**src/rtl/fnvmix_pkg.sv**
```systemverilog
`timescale 1ns / 1ps
// ----------------------------------------------------------------------------
// fnvmix_pkg
// Shared types, constants and hash functions for the FNV-1a hash core.
// ----------------------------------------------------------------------------
package fnvmix_pkg;

	localparam int unsigned HASH_W = 32;
	localparam int unsigned BYTE_W = 8;

	localparam logic [HASH_W-1:0] FNV_PRIME = 32'd16777619;
	localparam logic [HASH_W-1:0] FNV_BASIS = 32'd2166136261;

	localparam int unsigned MIX_SH1 = 13;
	localparam int unsigned MIX_SH2 = 7;
	localparam int unsigned MIX_SH3 = 3;
	localparam int unsigned MIX_SH4 = 17;
	localparam int unsigned MIX_SH5 = 5;

	typedef logic [HASH_W-1:0] hash_t;

	// closed message handed from the accumulator to the finalizer
	typedef struct packed {
		logic  valid;
		hash_t hash;
	} mix_req_t;

	function automatic hash_t fnv_step(input hash_t h, input logic [BYTE_W-1:0] b);
		hash_t x;
		x = h ^ {{(HASH_W-BYTE_W){b[BYTE_W-1]}}, b};
		return x * FNV_PRIME;
	endfunction

	function automatic hash_t final_mix(input hash_t h_in);
		hash_t h;
		h = h_in;
		h = h + (h << MIX_SH1);
		h = h ^ (h >> MIX_SH2);
		h = h + (h << MIX_SH3);
		h = h ^ (h >> MIX_SH4);
		h = h + (h << MIX_SH5);
		return h;
	endfunction

endpackage

```
**src/rtl/fnvmix_in_if.sv**
```systemverilog
`timescale 1ns / 1ps
// ----------------------------------------------------------------------------
// fnvmix_in_if
// Message byte channel: valid/ready with byte, byte-present and last flags.
// ----------------------------------------------------------------------------
interface fnvmix_in_if;
	import fnvmix_pkg::*;

	logic              valid;
	logic              ready;
	logic [BYTE_W-1:0] data_byte;
	logic              has_byte;
	logic              last;

	modport source (output valid, output data_byte, output has_byte, output last,
		input ready);
	modport sink (input valid, input data_byte, input has_byte, input last,
		output ready);
endinterface

```
**src/rtl/fnvmix_out_if.sv**
```systemverilog
`timescale 1ns / 1ps
// ----------------------------------------------------------------------------
// fnvmix_out_if
// Hash result channel: valid/ready with the 32-bit finalized hash.
// ----------------------------------------------------------------------------
interface fnvmix_out_if;
	import fnvmix_pkg::*;

	logic  valid;
	logic  ready;
	hash_t hash_value;

	modport source (output valid, output hash_value, input ready);
	modport sink (input valid, input hash_value, output ready);
endinterface

```
**src/rtl/fnvmix_accum.sv**
```systemverilog
`timescale 1ns / 1ps
// ----------------------------------------------------------------------------
// fnvmix_accum
// Running FNV-1a state; captures the closing hash of each message into s1.
// ----------------------------------------------------------------------------
module fnvmix_accum
	import fnvmix_pkg::*;
(
	input  logic            clk,
	input  logic            arst_n,
	fnvmix_in_if.sink       msg,
	output mix_req_t        req,
	input  logic            req_ready
);

	hash_t running_hash_q;
	hash_t hash_s1;
	logic  valid_s1;
	hash_t upd;
	logic  accept;

	assign msg.ready = !valid_s1 || req_ready;
	assign accept    = msg.valid && msg.ready;
	assign upd       = msg.has_byte ? fnv_step(running_hash_q, msg.data_byte)
		: running_hash_q;

	always_ff @(posedge clk or negedge arst_n) begin
		if (!arst_n) begin
			running_hash_q <= FNV_BASIS;
			valid_s1       <= 1'b0;
		end else begin
			if (accept) begin
				running_hash_q <= msg.last ? FNV_BASIS : upd;
				valid_s1       <= msg.last;
			end else if (req_ready) begin
				valid_s1 <= 1'b0;
			end
		end
	end

	always_ff @(posedge clk) begin
		if (accept && msg.last) begin
			hash_s1 <= upd;
		end
	end

	assign req.valid = valid_s1;
	assign req.hash  = hash_s1;

endmodule

```
**src/rtl/fnvmix_final.sv**
```systemverilog
`timescale 1ns / 1ps
// ----------------------------------------------------------------------------
// fnvmix_final
// Avalanche finalizer and output register.
// ----------------------------------------------------------------------------
module fnvmix_final
	import fnvmix_pkg::*;
(
	input  logic            clk,
	input  logic            arst_n,
	input  mix_req_t        req,
	output logic            req_ready,
	fnvmix_out_if.source    res
);

	logic  valid_q;
	hash_t hash_q;

	assign req_ready = !valid_q || res.ready;

	always_ff @(posedge clk or negedge arst_n) begin
		if (!arst_n) begin
			valid_q <= 1'b0;
		end else if (req.valid && req_ready) begin
			valid_q <= 1'b1;
		end else if (res.ready) begin
			valid_q <= 1'b0;
		end
	end

	always_ff @(posedge clk) begin
		if (req.valid && req_ready) begin
			hash_q <= final_mix(req.hash);
		end
	end

	assign res.valid      = valid_q;
	assign res.hash_value = hash_q;

endmodule

```
**src/rtl/fnv1a_hash_with_final_mix_core.sv**
```systemverilog
`timescale 1ns / 1ps
// ----------------------------------------------------------------------------
// fnv1a_hash_with_final_mix_core
// FNV-1a-style 32-bit hash of sign-extended bytes; shift-add/xor finalizer.
// ----------------------------------------------------------------------------
//  channel  dir  handshake    payload
//  msg      in   valid/ready  data_byte[7:0], has_byte, last
//  res      out  valid/ready  hash_value[31:0]
//
//  One item per cycle while msg is ready. The running hash updates in
//  the accept cycle (xor + constant multiply); a closing item's hash
//  enters s1, then the finalizer fills the output register. Reset loads
//  the offset basis and empties both stages.
//  Stalls on res back up through s1; msg stalls only when both are full.
// ----------------------------------------------------------------------------
module fnv1a_hash_with_final_mix_core
	import fnvmix_pkg::*;
(
	input  logic          clk,
	input  logic          arst_n,
	fnvmix_in_if.sink     msg,
	fnvmix_out_if.source  res
);

	mix_req_t req;
	logic     req_ready;

	fnvmix_accum u_accum (
		.clk       (clk),
		.arst_n    (arst_n),
		.msg       (msg),
		.req       (req),
		.req_ready (req_ready)
	);

	fnvmix_final u_final (
		.clk       (clk),
		.arst_n    (arst_n),
		.req       (req),
		.req_ready (req_ready),
		.res       (res)
	);

	a_last_fills_s1: assert property (@(posedge clk) disable iff (!arst_n)
		msg.valid && msg.ready && msg.last |=> req.valid)
		else $error("closing transaction did not reach finalizer stage");

	a_nonlast_no_result: assert property (@(posedge clk) disable iff (!arst_n)
		msg.valid && msg.ready && !msg.last && !req.valid |=> !req.valid)
		else $error("non-closing transaction produced a pending result");

	a_s1_holds: assert property (@(posedge clk) disable iff (!arst_n)
		req.valid && !req_ready |=> req.valid && $stable(req.hash))
		else $error("stalled finalizer request lost or changed");

	a_s1_to_out: assert property (@(posedge clk) disable iff (!arst_n)
		req.valid && req_ready |=> res.valid)
		else $error("finalizer request did not reach output register");

endmodule
```
**src/flat_wrapper.sv**
```systemverilog
// flat-port wrapper written by rule: the top's interface ports become plain ports
module fnv1a_hash_with_final_mix_core_flat import fnvmix_pkg::*;
  (clk, arst_n, msg_valid, msg_data_byte, msg_has_byte, msg_last, msg_ready, res_valid, res_hash_value, res_ready);
  fnvmix_in_if msg_i ();
  fnvmix_out_if res_i ();
  input  logic clk;
  input  logic arst_n;
  input wire logic [$bits(msg_i.valid)-1:0] msg_valid;
  input wire logic [$bits(msg_i.data_byte)-1:0] msg_data_byte;
  input wire logic [$bits(msg_i.has_byte)-1:0] msg_has_byte;
  input wire logic [$bits(msg_i.last)-1:0] msg_last;
  output wire logic [$bits(msg_i.ready)-1:0] msg_ready;
  output wire logic [$bits(res_i.valid)-1:0] res_valid;
  output wire logic [$bits(res_i.hash_value)-1:0] res_hash_value;
  input wire logic [$bits(res_i.ready)-1:0] res_ready;
  assign msg_i.valid = msg_valid;
  assign msg_i.data_byte = msg_data_byte;
  assign msg_i.has_byte = msg_has_byte;
  assign msg_i.last = msg_last;
  assign msg_ready = msg_i.ready;
  assign res_valid = res_i.valid;
  assign res_hash_value = res_i.hash_value;
  assign res_i.ready = res_ready;
  fnv1a_hash_with_final_mix_core u_core (.clk(clk), .arst_n(arst_n), .msg(msg_i), .res(res_i));
endmodule
```
**config.mk**
```make
export PLATFORM = sky130hd
export DESIGN_NAME = fnv1a_hash_with_final_mix_core_flat
export DESIGN_NICKNAME = d
export VERILOG_FILES = /design/src/rtl/fnvmix_pkg.sv /design/src/rtl/fnvmix_in_if.sv /design/src/rtl/fnvmix_out_if.sv /design/src/rtl/fnvmix_accum.sv /design/src/rtl/fnvmix_final.sv /design/src/rtl/fnv1a_hash_with_final_mix_core.sv /design/src/flat_wrapper.sv
export SDC_FILE = /design/constraint.sdc
export NUM_CORES = 1
export LEC_CHECK = 0
export BUFFER_PORTS_ARGS = -buffer_cell sky130_fd_sc_hd__buf_2
export CORE_ASPECT_RATIO = 1.4
export CORE_UTILIZATION = 60
export DETAILED_ROUTE_END_ITERATION = 7
export PLACE_DENSITY = 0.82
export SKIP_CTS_REPAIR_TIMING = 1
export SYNTH_ARGS = -nofsm -noshare
export SYNTH_HDL_FRONTEND = slang
export SYNTH_SLANG_ARGS = --single-unit
```
**constraint.sdc**
```tcl
create_clock -name clk -period 23.2 [get_ports clk]
set_input_delay 1.16 -clock clk [delete_from_list [all_inputs] [get_ports clk]]
set_output_delay 1.16 -clock clk [all_outputs]
set_load 0.01 [all_outputs]
```
Word level (Yosys, flattened, before mapping)
Cells that the tools add are included.
{"block": "classes", "mul": 1, "addsub": 3, "n_bitwise": 3, "n_reduce_logical": 9, "n_mux": 6}
{"op": "$add 32x32->32", "n": 3}
{"op": "$mux 32", "n": 2}
{"op": "$mul 32x25->32 const B", "n": 1}
{"op": "$xor 32x15->32", "n": 1}
{"op": "$xor 32x25->32", "n": 1}
{"op": "$xor 32x32->32", "n": 1}
{"op": "$mux 1", "n": 4}
{"op": "$reduce_bool 2->1", "n": 2}
{"op": "$logic_and 1x1->1", "n": 3}
{"op": "$logic_not 1->1", "n": 2}
{"op": "$logic_or 1x1->1", "n": 2}
{"block": "totals", "reg_bits": 98, "input_bits": 14, "out_inout_bits": 34, "word_cells": 27}

Longest topological paths before layout
Gate-level depths: netlist (run 1).
{"block": "logic_depth", "word_depth": 5, "depth_mapped": 33, "ltp_nobuf": 33}

By module
From an unflattened synthesis (run 1), not the netlist that was laid out.
{"block": "unflattened", "cells_unflattened": 1418, "area_unflattened_um2": 13466.7}
{"mod": "fnvmix_accum", "cells_each": 878, "area_per_inst_um2": 8638.3, "seq_area_each_um2": 1804.2, "instances": 1}
{"mod": "fnvmix_final", "cells_each": 540, "area_per_inst_um2": 4828.4, "seq_area_each_um2": 985.9, "instances": 1}

Worst setup path before layout (run 1)
Ideal clock, no wire load.
{"block": "synth_path", "path_type": "register to register", "from": "register u_core.u_accum.hash_s1[0]", "to": "register u_core.u_final.hash_q[31] (netlist: u_core.u_final.res.hash_value[31]), data pin", "t_required_ns": 22.940, "stages_incl_launch_ff": 32, "arrival_time_ns": 7.033, "setup_ns": 0.260, "n_path_buf": 1, "slack_ns": 15.907, "synth_period_minus_slack_ns": 7.293, "path_cell_list": "edfxtp_1 -> ha_1 -> fa_1 -> a211oi_1 -> o21ai_0 -> a21oi_1 -> nor2_1 -> xnor2_1 -> xnor2_1 -> ha_1 -> buf_6 -> and4_4 -> a32o_1 -> a41o_1 -> o32a_4 -> a21o_2 -> a21o_1 -> nor2b_1 -> a211oi_1 -> xnor2_1 -> xnor2_1 -> fa_1 -> a211oi_1 -> nor3_1 -> nor4_1 -> o21ai_1 -> nor2b_1 -> or3_1 -> a31oi_1 -> o21ai_0 -> xnor2_1 -> xnor2_1"}
{"block": "synth_between", "elab_chain_len": 5}
{"element": "start: declaration", "line_no": "fnvmix_accum.sv:17", "rtl": "hash_t hash_s1;"}
{"element": "start signal: assignment", "line_no": "fnvmix_accum.sv:43", "rtl": "hash_s1 <= upd;"}
{"element": "$add 32x32->32", "line_no": "fnvmix_pkg.sv:37", "rtl": "h = h + (h << MIX_SH1);"}
{"element": "$xor 32x25->32", "line_no": "fnvmix_pkg.sv:38", "rtl": "h = h ^ (h >> MIX_SH2);"}
{"element": "$add 32x32->32", "line_no": "fnvmix_pkg.sv:39", "rtl": "h = h + (h << MIX_SH3);"}
{"element": "$xor 32x15->32", "line_no": "fnvmix_pkg.sv:40", "rtl": "h = h ^ (h >> MIX_SH4);"}
{"element": "$add 32x32->32", "line_no": "fnvmix_pkg.sv:41", "rtl": "h = h + (h << MIX_SH5);"}
{"element": "end signal: assignment", "line_no": "fnvmix_final.sv:33", "rtl": "hash_q <= final_mix(req.hash);"}
{"element": "end: declaration", "line_no": "fnvmix_final.sv:17", "rtl": "hash_t hash_q;"}
Every way passes these cells.
A chain may end at the register's enable or synchronous reset.

Worst setup path in the final report (run 1)
Same ends and word-level chain as after synthesis.

==> flow_summary.yaml, run 1 <==
critical_path:
  worst_setup_path_end_kind: "register"
  path_buf_inv: 0
  crit_top_cell: "xnor2_1"
  worstSetupPathType: "register to register"
  worstPathMaxFanout: 7
  start_kind: "register"
  crit_family: "compound AO/OA/AOI/OAI gates"
  worst_path_largest_cell_delay_ns: 0.59
  r2r_setup_slack_ns: 14.53
  cp_slowest_cell: "nor4_1"
  crit_arrival_ns: 8.77
  cp.required_ns: 23.30
logic_synthesis:
  synth_top_area_share_pct: 20.6
  synthCells: 1470
  synth_top_family_by_area: "adder cells"
  synth_area_um2: 13500
  yosysTopAreaCell: "ha_1"
  synth_seq_cells: 98
  synth_nets: 1783
  synth.area.mux_share_pct: 2.15
  synth_ff_type: "edfxtp_1"
  yosysUniqueCellTypes: 71
  synth_common_cells: "inv_1, ha_1, xnor2_1, nor2_1, xor2_1"
  ys_seq_area_share_pct: 20.7
  synth_xor_area_share_pct: 13.8
  synth_warnings: 0
  synth_top_cells_by_area: "ha_1, edfxtp_1, fa_1, xnor2_1, inv_1"
  synth_compound_area_share_pct: 14.1
  synth.avg_cell_area_um2: 9.17
  post-synth-top-count-cell: "inv_1"
  synthAdderAreaFrac_pct: 32.0
  async_reset_ff_share_pct: 34.7
  synth_edf_count: 64
  synthSimpleGateAreaFrac_pct: 8.10
hold_path:
  hp-class: "register to register"
clock_tree:
  clk_path_buf_depth: 2
  htree_levels: 3
  clock-sinks: 98
  cts_root_buf: "clkbuf_16"
  cts-buffers-inserted: 9
  clk_pin_slew_ns: 0.07
  worstSkewPairLatency_ns: 0.35
  cts_tree: "yes"
final_layout:
  seq_area_um2: 2790
  drive_gt1_share_pct: 8.19
  multi_input_area_um2: 9460
  area_growth_pct: 5.94
  final_nets: 1810
  n_antenna_cell: 0
  fillers: 1797
timing:
  rsz0062_at_grt: "no"
  hold_viol: 0
  skew_ns: 0.00913
  finalSetupViolCount: 0
  layout_min_cycle_time_ns: 8.67
  fin_crit_sh_pct: 37.4
  drv_slew: 0
  relSlewSlack_pct: 11.7
  max_freq_mhz: 115
  fin_tns_setup_ns: 0
  worst_slew_pin_slew_ns: 1.31
run:
  maxCapViolations: 0
detailed_routing:
  wl_per_cell_um: 17.8
  wl_mm: 32.1
  viasPerCell: 5.71
  dr.first_iter.drc_count: 644
  first_pass_iters: 5
  drtAntennaViolNets: 0
  num_vias: 10267
  drc_errors: 0
status:
  status: "finished, final reports clean"
global_route:
  grt_pass1_vias: 11012
  grt_max_degree: 45
  grt_pass1_wl_mm: 52.9
  grtUsageTotal_pct: 29.6
  grt_overflow: 0
  antenna_found_initial: 0
placed_design:
  portBuffers: 47
  place_hpwl_mm: 26.9
  gp_congestion: 0.999
die:
  core_area_um2: 21900
  die_x_um: 129
  rows: 64
  dieArea_um2: 23100
  ios: 48
  initial_core_util_pct: 61.5
  die-height_um: 179
worst register-to-register path, delay by kind of cell, from the launching register on:
family / cells / cell delay (ns)
and+or+nand+nor: 7 / 1.71
xor gates and xnor gates: 6 / 1.34
adders and majority gates: 4 / 1.70
AOI/OAI and AO/OA: 13 / 3.24
DFF: 1 / 0.42
placed cells by master (no fill, tap or decap), types with 12 or more instances in the layout:
cell type / Yosys / final
nor3_1: 13 / 13
inv_1: 291 / 291
nor2_1: 95 / 95
a21oi_1: 70 / 70
ha_1: 222 / 222
nand2b_1: 17 / 17
edfxtp_1: 64 / 64
mux2_2: 24 / 24
o21ai_0: 52 / 52
nand2_1: 40 / 40
buf_2: 0 / 47
dfrtp_1: 20 / 20
dfstp_2: 14 / 14
nor2b_1: 12 / 12
o21bai_1: 12 / 12
fa_1: 77 / 77
a21o_1: 40 / 40
xnor2_1: 128 / 128
o21a_1: 15 / 15
xor2_1: 81 / 81
logic make-up after synthesis:
family	count (synthesis)
buffers and inverters	327
DFF	98
muxes	26
and+or+nand+nor	229
xor gates and xnor gates	211
adders and majority gates	299
AOI/OAI and AO/OA	280
metal layers:
metal | wire (um) | track usage (%) | vias to the layer above
met5 | 0 | 0 | -
met4 | 2410 | 20.1 | 0
met3 | 827 | 2.85 | 123
met2 | 17000 | 56.9 | 269
met1 | 11800 | 29.8 | 4920
li1 | - | - | 4955
metrics by stage:
step                      worst slack, ns  util (%)  hold WS, ns  area, um2  cells
after floorplan                     15.91         -        0.447      13500   1470
after global placement              14.89      63.8        0.459      14000   1783
after detailed placement            14.72      63.8        0.470      14000   1783
after CTS                           14.69      65.1        0.479      14300   1799
after global routing                14.10      65.1        0.511      14300   1799
final                               14.53      65.1        0.478      14300   1799
sequential cells by signal, summed over array words and instances (netlist names):
name,count
u_core.u_accum.hash_s1,32
u_core.u_accum.running_hash_q,32
u_core.u_final.res.hash_value,32
u_core.u_accum.valid_s1,1
u_core.u_final.res.valid,1
area by class of cell:
type | instances | area share [%]
sequential | 98 | 19.5
tap | 297 | 2.60
clock inverter | 4 | 0.219
inverter | 291 | 7.65
clock buffer | 12 | 1.87
timing repair buffer | 52 | 1.91
multi-input combinational | 1045 | 66.2
worst paths after layout:
kind                                                   from  cells after the start                                end
min in group asynchronous                            arst_n                      1   u_core.u_accum.running_hash_q[1]
setup reg to reg                  u_core.u_accum.hash_s1[0]                     30  u_core.u_final.res.hash_value[31]
max in group asynchronous                            arst_n                      1  u_core.u_accum.running_hash_q[26]
setup / recovery                  u_core.u_accum.hash_s1[0]                     30  u_core.u_final.res.hash_value[31]
hold / removal             u_core.u_accum.running_hash_q[0]                      2   u_core.u_accum.running_hash_q[0]
hold reg to reg            u_core.u_accum.running_hash_q[0]                      2   u_core.u_accum.running_hash_q[0]
Power of run 1 is not shown: default switching activity piles up to over one toggle a cycle in this logic, so the estimate is an artifact.
==> run 2, diff against run 1 <==
==> constraint.sdc (replaced) <==
create_clock -name clk -period 8.8 [get_ports clk]
set_input_delay 0.44 -clock clk [delete_from_list [all_inputs] [get_ports clk]]
set_output_delay 0.44 -clock clk [all_outputs]
set_load 0.01 [all_outputs]
==> flow_summary.yaml, run 2 (synthesis results as in run 1) <==
critical_path:
  worst_path_largest_cell_delay_ns: 0.53
  start_kind: "register"
  worst-r2r-cell-count: 30
  cp.required_ns: 8.90
  worst_setup_path_end_kind: "register"
  cp_slowest_cell: "fa_1"
  worstPathMaxFanout: 7
  crit_top_cell: "xnor2_1"
  worstSetupPathType: "register to register"
  crit_arrival_ns: 8.38
final_layout:
  final_cell_mix: "inv_1, ha_1, xnor2_1"
  layout_commonest_cell: "inv_1"
  drive_gt1_share_pct: 8.50
  area_growth_pct: 6.46
  n_antenna_cell: 0
  final_nets: 1814
global_route:
  grt_overflow: 0
  grt_max_degree: 45
  grt_pass1_vias: 10965
  antenna_found_initial: 0
  grtUsageTotal_pct: 29.9
  grt_pass1_wl_mm: 53.0
timing:
  layout_min_cycle_time_ns: 8.27
  max_freq_mhz: 121
  relSlewSlack_pct: 21.4
  worst_slew_pin_slew_ns: 1.18
  skew_ns: 0.00914
  hold_viol: 0
  finalSetupViolCount: 0
  fin_tns_setup_ns: 0
  drv_slew: 0
  rsz0062_at_grt: "no"
  fin_crit_sh_pct: 94.0
  holdWs_ns: 0.165
run:
  maxCapViolations: 0
placed_design:
  gp_congestion: 0.969
  portBuffers: 47
  place_hpwl_mm: 27.4
clock_tree:
  cts_root_buf: "clkbuf_16"
  cts-buffers-inserted: 9
  clock-sinks: 98
  clk_path_buf_depth: 2
  worstSkewPairLatency_ns: 0.36
  cts_tree: "yes"
  htree_levels: 3
  clk_pin_slew_ns: 0.07
detailed_routing:
  num_vias: 10367
  drtAntennaViolNets: 0
  wl_mm: 32.7
  wl_per_cell_um: 18.1
  viasPerCell: 5.75
  first_pass_iters: 5
  drc_errors: 0
  dr.first_iter.drc_count: 603
die:
  die_x_um: 129
  dieArea_um2: 23100
  ios: 48
  initial_core_util_pct: 61.5
  rows: 64
  die-height_um: 179
  core_area_um2: 21900
hold_path:
  hp-class: "input pin to async pin"
status:
  status: "finished, final reports clean"
==> run 2: routing by layer <==
metal	part of all wire (%)	global-route usage (%)	wire (um)	vias up
li1	-	-	-	4955
met1	35	29.2	11600	4963
met2	53	57.7	17300	317
met3	3.5	3.44	1140	132
met4	8.0	21.5	2630	0
met5	0	0	0	-
==> run 2: through the flow <==
| stage | setup slack [ns] | util (%) | instances | area (um2) |
|---|---|---|---|---|
| floorplan | 1.51 | - | 1470 | 13500 |
| global placement | 0.695 | 63.9 | 1787 | 14000 |
| detailed placement | 0.543 | 63.9 | 1787 | 14000 |
| CTS | 0.483 | 65.4 | 1803 | 14300 |
| global route | 0.0527 | 65.4 | 1803 | 14400 |
| finish | 0.527 | 65.4 | 1803 | 14400 |
==> run 2: final cells by class <==
cell class	count	area (um2)
Sequential cell	98	2790
Multi-Input combinational cell	1045	9470
Clock buffer	14	308
Clock inverter	2	20.0
Timing Repair Buffer	56	303
Inverter	291	1090
Tap cell	297	372
Fill cell	1795	7580
==> run 2: critical path, delay by kind of cell, from the launching register on <==
kind / cells / cell delay [ns]
fa+ha+maj: 4 / 1.69
xor+xnor: 6 / 1.33
simple gates: 7 / 1.48
flops: 1 / 0.42
compound gates: 13 / 3.09
==> run 2: path summary, 6_finish.rpt <==
check / to / start / slack (ns)
max: u_core.u_final.res.hash_value[31] / u_core.u_accum.hash_s1[0] / 0.53
min: u_core.u_accum.running_hash_q[4] / arst_n / 0.16
max reg2reg: u_core.u_final.res.hash_value[31] / u_core.u_accum.hash_s1[0] / 0.53
min reg2reg: u_core.u_accum.running_hash_q[0] / u_core.u_accum.running_hash_q[0] / 0.48
max in group asynchronous: u_core.u_accum.running_hash_q[29] / arst_n / 8.13
min in group clk: u_core.u_final.res.valid / res_ready / 0.37
Power of run 2 is left out for the same reason.
